[src/rtl/core/deo_ram.sv]
// Generic single-write, single-read RAM with registered read data.
module deo_ram #(
	parameter int Width = 8,
	parameter int Depth = 64
) (
	input  logic                     clk,
	input  logic                     wr_en,
	input  logic [$clog2(Depth)-1:0] wr_addr,
	input  logic [Width-1:0]         wr_data,
	input  logic                     rd_en,
	input  logic [$clog2(Depth)-1:0] rd_addr,
	output logic [Width-1:0]         rd_data
);
	logic [Width-1:0] mem [Depth];

	always_ff @(posedge clk) begin
		if (wr_en) begin
			mem[wr_addr] <= wr_data;
		end
		if (rd_en) begin
			rd_data <= mem[rd_addr];
		end
	end
endmodule

[config.mk]
export PLATFORM = sky130hd
export DESIGN_NAME = deo_ram
export DESIGN_NICKNAME = d
export VERILOG_FILES = /design/src/rtl/core/deo_ram.sv
export SDC_FILE = /design/constraint.sdc
export NUM_CORES = 1
export LEC_CHECK = 0
export ABC_AREA = 0
export BUFFER_PORTS_ARGS = -buffer_cell sky130_fd_sc_hd__buf_2
export CAP_MARGIN = 10
export CORE_MARGIN = 1
export CORE_UTILIZATION = 30
export CTS_CLUSTER_SIZE = 24
export DETAILED_ROUTE_END_ITERATION = 16
export PLACE_DENSITY = 0.5
export SLEW_MARGIN = 20
export SYNTH_ARGS = -nofsm -noshare
export SYNTH_HDL_FRONTEND = slang
export SYNTH_SLANG_ARGS = --single-unit
[constraint.sdc]
create_clock -name clk -period 4.25 [get_ports clk]
set_input_delay 1.275 -clock clk [delete_from_list [all_inputs] [get_ports clk]]
set_output_delay 1.275 -clock clk [all_outputs]
set_load 0.05 [all_outputs]
==> flow_summary_export.csv, run 1 <==
group,metric,value,unit
synth,synth_area,20200,sq um
timing,timing.final.ws_setup,1030,ps
floorplan,rows,94,
synth,yosysSeqAreaShare,0.771,
timing,tns,0,ps
synth,synth_top_family_by_area,"multiplexers",
route,postRouteAntennaNets,0,
setup_path,startpoint_type,"input pin",
route,vias,9821,
pwr,p_int,8.24,mW
floorplan,die_w,262,um
grt,grt_max_degree,50,
timing,setup_viol,0,
setup_path,critPathArrivalTime,3570,ps
pwr,p_switching,2.24,mW
synth,synth_compound_gate_area_share,0.0206,
grt,gr-usage-all-layers,0.148,
synth,synthTopCellsByArea,"edfxtp_1 77%, mux4_2 14%, nor2_1 1.5%",
synth,synth_xor_area_frac,0,
route,drt_iter0_markers,649,
synth,yosys.area_share.simple,0.0337,
clock_tree,ctsRootBufferMaster,"clkbuf_16",
pwr,seqPwrFrac,0.544,
placed_design,gp_congestion,0.790,
clock_tree,post_cts_buffers,0,
clock_tree,cts.htree.levels,2,
setup_path,r2r-start,"mem[21][6]$_DFFE_PP_",
route,wl,49.7,mm
grt,grt_pass1_wl,72.4,mm
cells_and_area,fin_area,23600,sq um
floorplan,die-area,68500,sq um
placed_design,place_hpwl,32.3,mm
timing,rsz0062_at_grt,"no",
synth,yosysUniqueCellTypes,39,
synth,yosys_warnings,0,
synth,synthCells,940,
clock_tree,cts_buffer_depth,3,
run,maxCapViolCount,0,
synth,ys_seq_elements,520,
pwr,p_clk_frac,0.400,
grt,antenna_found_initial,4,
pwr,p_total,10.5,mW
setup_path,critPathMaxFanout,37,
floorplan,core,66200,sq um
route,dr.pass1.iters,4,
synth,synthAdderAreaFrac,0,
route,drcViolationCount,0,
synth,synthArstFlopShare,0,
pwr,switching_share,0.214,
synth,synth_top_cell_area_share,0.771,
pwr,powerDensity,444,nW/um^2
clock_tree,cts-buffers-inserted,52,
placed_design,dpl.cell_count,1893,
grt,grt_pass1_vias,10200,
pwr,combPwrFrac,0.056,
setup_path,startpoint,"rd_addr[1]",
placed_design,dp_slack,427,ps
clock_tree,cts-hold-fix-buffers,0,
floorplan,start_util,0.306,
setup_path,crit_path_end_kind,"flip-flop",
timing,report.final.slew_viol_count,0,
placed_design,port_buffers,30,
synth,synth_edf_count,520,
synth,yosys.area.top_type,"edfxtp_1",
cells_and_area,final_util,0.356,
timing,max_slew_margin,0.299,
cells_and_area,fin_cells,1988,
clock_tree,path_clk_slew,60,ps
floorplan,pin_count,31,
setup_path,worstPathRequired,4590,ps
clock_tree,cts_resized,0,
synth,avgSynthCellArea,21.5,sq um
floorplan,die_h,262,um
timing,hold_viol,0,
cells_and_area,final_nets,1106,
setup_path,critPathKind,"in2reg",
synth,synth_flop_cell,"edfxtp_1",
worst_hold_path,hp-start,"mem[31][6]$_DFFE_PP_",
cells_and_area,area_growth,16.6,%
timing,finClkSkew,21.8,ps
status,status,"finished, final reports clean",
timing,finalCritPeriodShare,0.758,
timing,max_freq,310,MHz
clock_tree,cts_tree,"done",
grt,grt_overflow,0,
route,wire_per_inst,25.0,um
cells_and_area,drive_gt1_frac,0.304,
timing,worstMarginPinSlew,1050,ps
pwr,vdd_drop_max,262,uV
synth,synthMuxAreaShare,0.159,
timing,fin_crit,3220,ps
timing,timing.hold.ws,905,ps
clock_tree,cts_num_sinks,520,
route,via_per_inst,4.94,
pwr,power.leakage,7.42,nW
placed_design,placedInstanceArea,22100,sq um
worst_hold_path,min-delay-path-class,"reg2reg",
synth,syn-num-nets,963,
clock_tree,clk_latency,600,ps
[kinds of logic after synthesis]
kind of cell,after synthesis
and+or+nand+nor,153
AOI/OAI and AO/OA,54
buffers and inverters,51
DFF,520
muxes,162
[cells in the mapped netlist, drive strengths merged (4+ instances only)]
cell	n
nand2	19
o21ai	4
edfxtp	520
o221ai	8
a211oi	4
nand3	13
nor3	7
buf	34
nand2b	7
mux4	126
nor2	83
o22ai	8
a221oi	6
mux2	13
clkbuf	17
mux2i	23
nor2b	14
[power by group through the flow]
stage | sequential [mW] | combinational, mW | clock [mW]
2_1_floorplan | 5.83 | 0.303 | 0
3_3_place_gp | 5.81 | 0.591 | 0
3_5_place_dp | 5.81 | 0.597 | 0
4_1_cts | 5.70 | 0.598 | 4.31
5_1_grt | 5.70 | 0.627 | 4.49
6_report | 5.70 | 0.586 | 4.19
[layer usage]
metal / vias to the layer above / routed length [um] / global-route usage
met5: - / 8 / 0
met4: 2 / 1080 / 0.0417
met3: 73 / 2380 / 0.0268
met2: 241 / 23900 / 0.239
met1: 5280 / 22300 / 0.205
li1: 4225 / - / -
[cells in the final DEF (no fill, tap or decap), drive strengths merged, types with 2 or more instances in the layout]
cell     netlist  layout
nand2         19      19
o41ai          2       2
nand3b         3       3
o221ai         8       8
a22oi          3       3
o22ai          8       8
o21ai          4       4
mux2          13      13
inv            0       2
nor3           7       7
nor4           2       2
nand2b         7       7
o221a          2       2
nand3         13      13
clkinv         0      22
a21oi          3       3
diode          0       2
o2bb2ai        3       3
clkbuf        17      69
a211oi         4       4
nor2          83      83
mux2i         23      23
o2111ai        3       3
a2111oi        2       2
a221oi         6       6
buf           34     139
nand4          2       2
mux4         126     126
edfxtp       520     520
o32ai          2       2
nor2b         14      14
o21a           2       2
[area by class of cell]
class | instances | area [sq um]
antenna | 2 | 5.00
tap | 864 | 1080
clock buffer | 68 | 1380
clock inverter | 25 | 135
fill | 6117 | 42600
sequential | 520 | 15600
timing repair buffer | 140 | 1060
multi-input combinational | 369 | 4320
[flip-flops by register name (all words and copies together) (netlist names)]
register,cells
mem,512
rd_data,8
[final timing paths]
check | end | slack [ps] | cells past startpoint
max | rd_data[2]$_DFFE_PP_ | 1030 | 7
max reg2reg | rd_data[6]$_DFFE_PP_ | 2040 | 5
min | rd_data[6]$_DFFE_PP_ | 900 | 3
min reg2reg | rd_data[6]$_DFFE_PP_ | 900 | 3
[worst max-delay path, cell delays in order]
cell and delay, ps:
buf_4 480, buf_12 320, mux4_2 380, mux4_2 490, nor2_1 230, nor3_1 140, o2bb2ai_1 160
No activity file was read; power rests on OpenSTA's default activity.
==> inputs of run 2 (changes only) <==
Settings changed: PLACE_DENSITY 0.5 to 0.52.
Clock period 4.25 ns to 2.8 ns, I/O delays scaled along.
==> run 2 against run 1 <==
Die area unchanged. Cell count rose by 2.9%. Sequential power up 52%. First-iteration DRC count rose by 20%. Wire length down 0.70%. Global-route usage shrank 0.11 points. Utilization up 1.1 points. Worst setup slack worse by 680 ps. Clock power increased by 66%. Critical path depth up 1. Worst hold slack lost 260 ps.
==> flow_summary_export.csv, run 2 (synthesis results as in run 1) <==
group,metric,value,unit
status,status,"finished, final reports clean",
pwr,powerDensity,680,nW/um^2
clock_tree,ctsRootBufferMaster,"clkbuf_16",
cells_and_area,max_flop_register,"mem",
clock_tree,cts_resized,0,
run,maxCapViolCount,0,
grt,grt_pass1_vias,10400,
timing,setup_viol,0,
timing,fin_crit,2450,ps
worst_hold_path,hp-start,"rd_en",
setup_path,crit_path_end_kind,"flip-flop",
floorplan,core,66200,sq um
grt,gr-usage-all-layers,0.147,
setup_path,ff2ff_path_depth,6,
setup_path,critPathArrivalTime,2790,ps
cells_and_area,drive_gt1_frac,0.344,
clock_tree,cts_buffer_depth,3,
timing,worstMarginPinSlew,619,ps
cells_and_area,final_cell_mix,"520 x edfxtp_1, 146 x buf_4, 126 x mux4_2",
floorplan,die_w,262,um
cells_and_area,final_nets,1162,
floorplan,start_util,0.306,
setup_path,slowest_stage,"mux4_2",
timing,report.final.slew_viol_count,0,
cells_and_area,reg_top3,"mem: 512 flops, rd_data: 8 flops",
placed_design,port_buffers,30,
clock_tree,cts-hold-fix-buffers,0,
clock_tree,cts_num_sinks,520,
cells_and_area,area_growth,20.3,%
setup_path,startpoint_type,"input pin",
route,drcViolationCount,0,
timing,finClkSkew,19.2,ps
cells_and_area,largest_reg_flops,512,
setup_path,critPathMaxFanout,9,
route,vias,9979,
setup_path,rr_endpoint,"rd_data[4]$_DFFE_PP_",
route,wl,49.3,mm
route,wire_per_inst,24.1,um
setup_path,worstPathCellList,"clkbuf_8, buf_12, mux4_2, mux2_2, o221a_2, nor3_1, buf_4, o32ai_1",
pwr,vdd_drop_max,400,uV
grt,antenna_found_initial,1,
route,postRouteAntennaNets,0,
clock_tree,cts.htree.levels,2,
pwr,power.leakage,7.85,nW
setup_path,rrSetupSlack,560,ps
setup_path,startpoint,"rd_addr[0]",
grt,grt_max_degree,65,
floorplan,pin_count,31,
placed_design,dp_slack,-313,ps
setup_path,cp-endpoint,"rd_data[4]$_DFFE_PP_",
grt,grt_overflow,0,
clock_tree,cts_tree,"done",
setup_path,critPathKind,"in2reg",
placed_design,gp_congestion,0.778,
pwr,p_total,16.6,mW
clock_tree,path_clk_slew,60,ps
setup_path,slowest_delay,500,ps
cells_and_area,fill_cells,6009,
cells_and_area,final_common_cell,"edfxtp_1",
route,dr.pass1.iters,4,
floorplan,rows,94,
clock_tree,post_cts_buffers,0,
timing,timing.hold.ws,641,ps
route,drt_iter0_markers,777,
clock_tree,cts-buffers-inserted,54,
timing,hold_viol,0,
setup_path,worstPathRequired,3130,ps
worst_hold_path,min-delay-path-class,"in2reg",
timing,tns,0,ps
timing,rsz0062_at_grt,"no",
floorplan,die-area,68500,sq um
route,via_per_inst,4.88,
floorplan,die_h,262,um
cells_and_area,antennaDiodeCount,0,
timing,timing.final.ws_setup,345,ps
clock_tree,clk_latency,600,ps
timing,max_slew_margin,0.587,
timing,max_freq,407,MHz
setup_path,r2r-start,"mem[21][4]$_DFFE_PP_",
timing,finalCritPeriodShare,0.877,
grt,grt_pass1_wl,72.0,mm
placed_design,place_hpwl,32.3,mm
worst_hold_path,hold_depth,1,
run 2: changes by cell type in the layout (fill, tap and decap cells not counted):
cell | before | now
diode_2 | 2 | 0
clkbuf_16 | 53 | 55
clkinv_4 | 0 | 1
buf_12 | 6 | 20
clkinv_2 | 4 | 9
buf_4 | 106 | 146
bufinv_16 | 1 | 5
clkbuf_1 | 15 | 9
run 2: through the flow:
step / cell area, sq um / cells / util
2_1_floorplan: 20200 / 940 / -
3_3_place_gp: 22700 / 1947 / 0.342
3_5_place_dp: 22700 / 1947 / 0.342
4_1_cts: 24400 / 2046 / 0.368
5_1_grt: 24400 / 2046 / 0.368
6_report: 24400 / 2046 / 0.368
run 2: worst max-delay path: cells and delay by family:
family | cells | cell delay (ps)
mux | 2 | 770
buf+inv | 3 | 460
simple gates | 1 | 330
compound gates | 2 | 380
run 2: area by class of cell:
| cell class | instances | area (sq um) | share of cell area |
|---|---|---|---|
| Sequential cell | 520 | 15600 | 0.641 |
| Multi-Input combinational cell | 369 | 4320 | 0.177 |
| Timing Repair Buffer | 194 | 1650 | 0.0676 |
| Clock buffer | 64 | 1410 | 0.0579 |
| Tap cell | 864 | 1080 | 0.0444 |
| Clock inverter | 35 | 289 | 0.0119 |
run 2: how the worst min path moves through the flow:
stage	to	slack (ps)
4_1_cts	rd_data[5]$_DFFE_PP_	600
2_1_floorplan	rd_data[0]$_DFFE_PP_	800
3_5_place_dp	rd_data[6]$_DFFE_PP_	900
6_report	rd_data[2]$_DFFE_PP_	640
3_3_place_gp	rd_data[6]$_DFFE_PP_	890
5_1_grt	rd_data[6]$_DFFE_PP_	620
run 2: per-layer routing:
| metal | vias up | track usage | routed length [um] |
|---|---|---|---|
| met1 | 5286 | 0.206 | 22000 |
| met4 | 2 | 0.0404 | 954 |
| met2 | 281 | 0.234 | 23300 |
| li1 | 4347 | - | - |
| met5 | - | 0 | 14 |
| met3 | 63 | 0.0286 | 3020 |
run 2: power by group:
group	internal, mW	total [mW]	leakage, nW	switching [mW]
registers	8.63	8.66	4.69	0.0250
logic	0.395	0.953	2.33	0.557
clock network	4.03	6.94	0.836	2.91
total	13.1	16.6	7.85	3.49
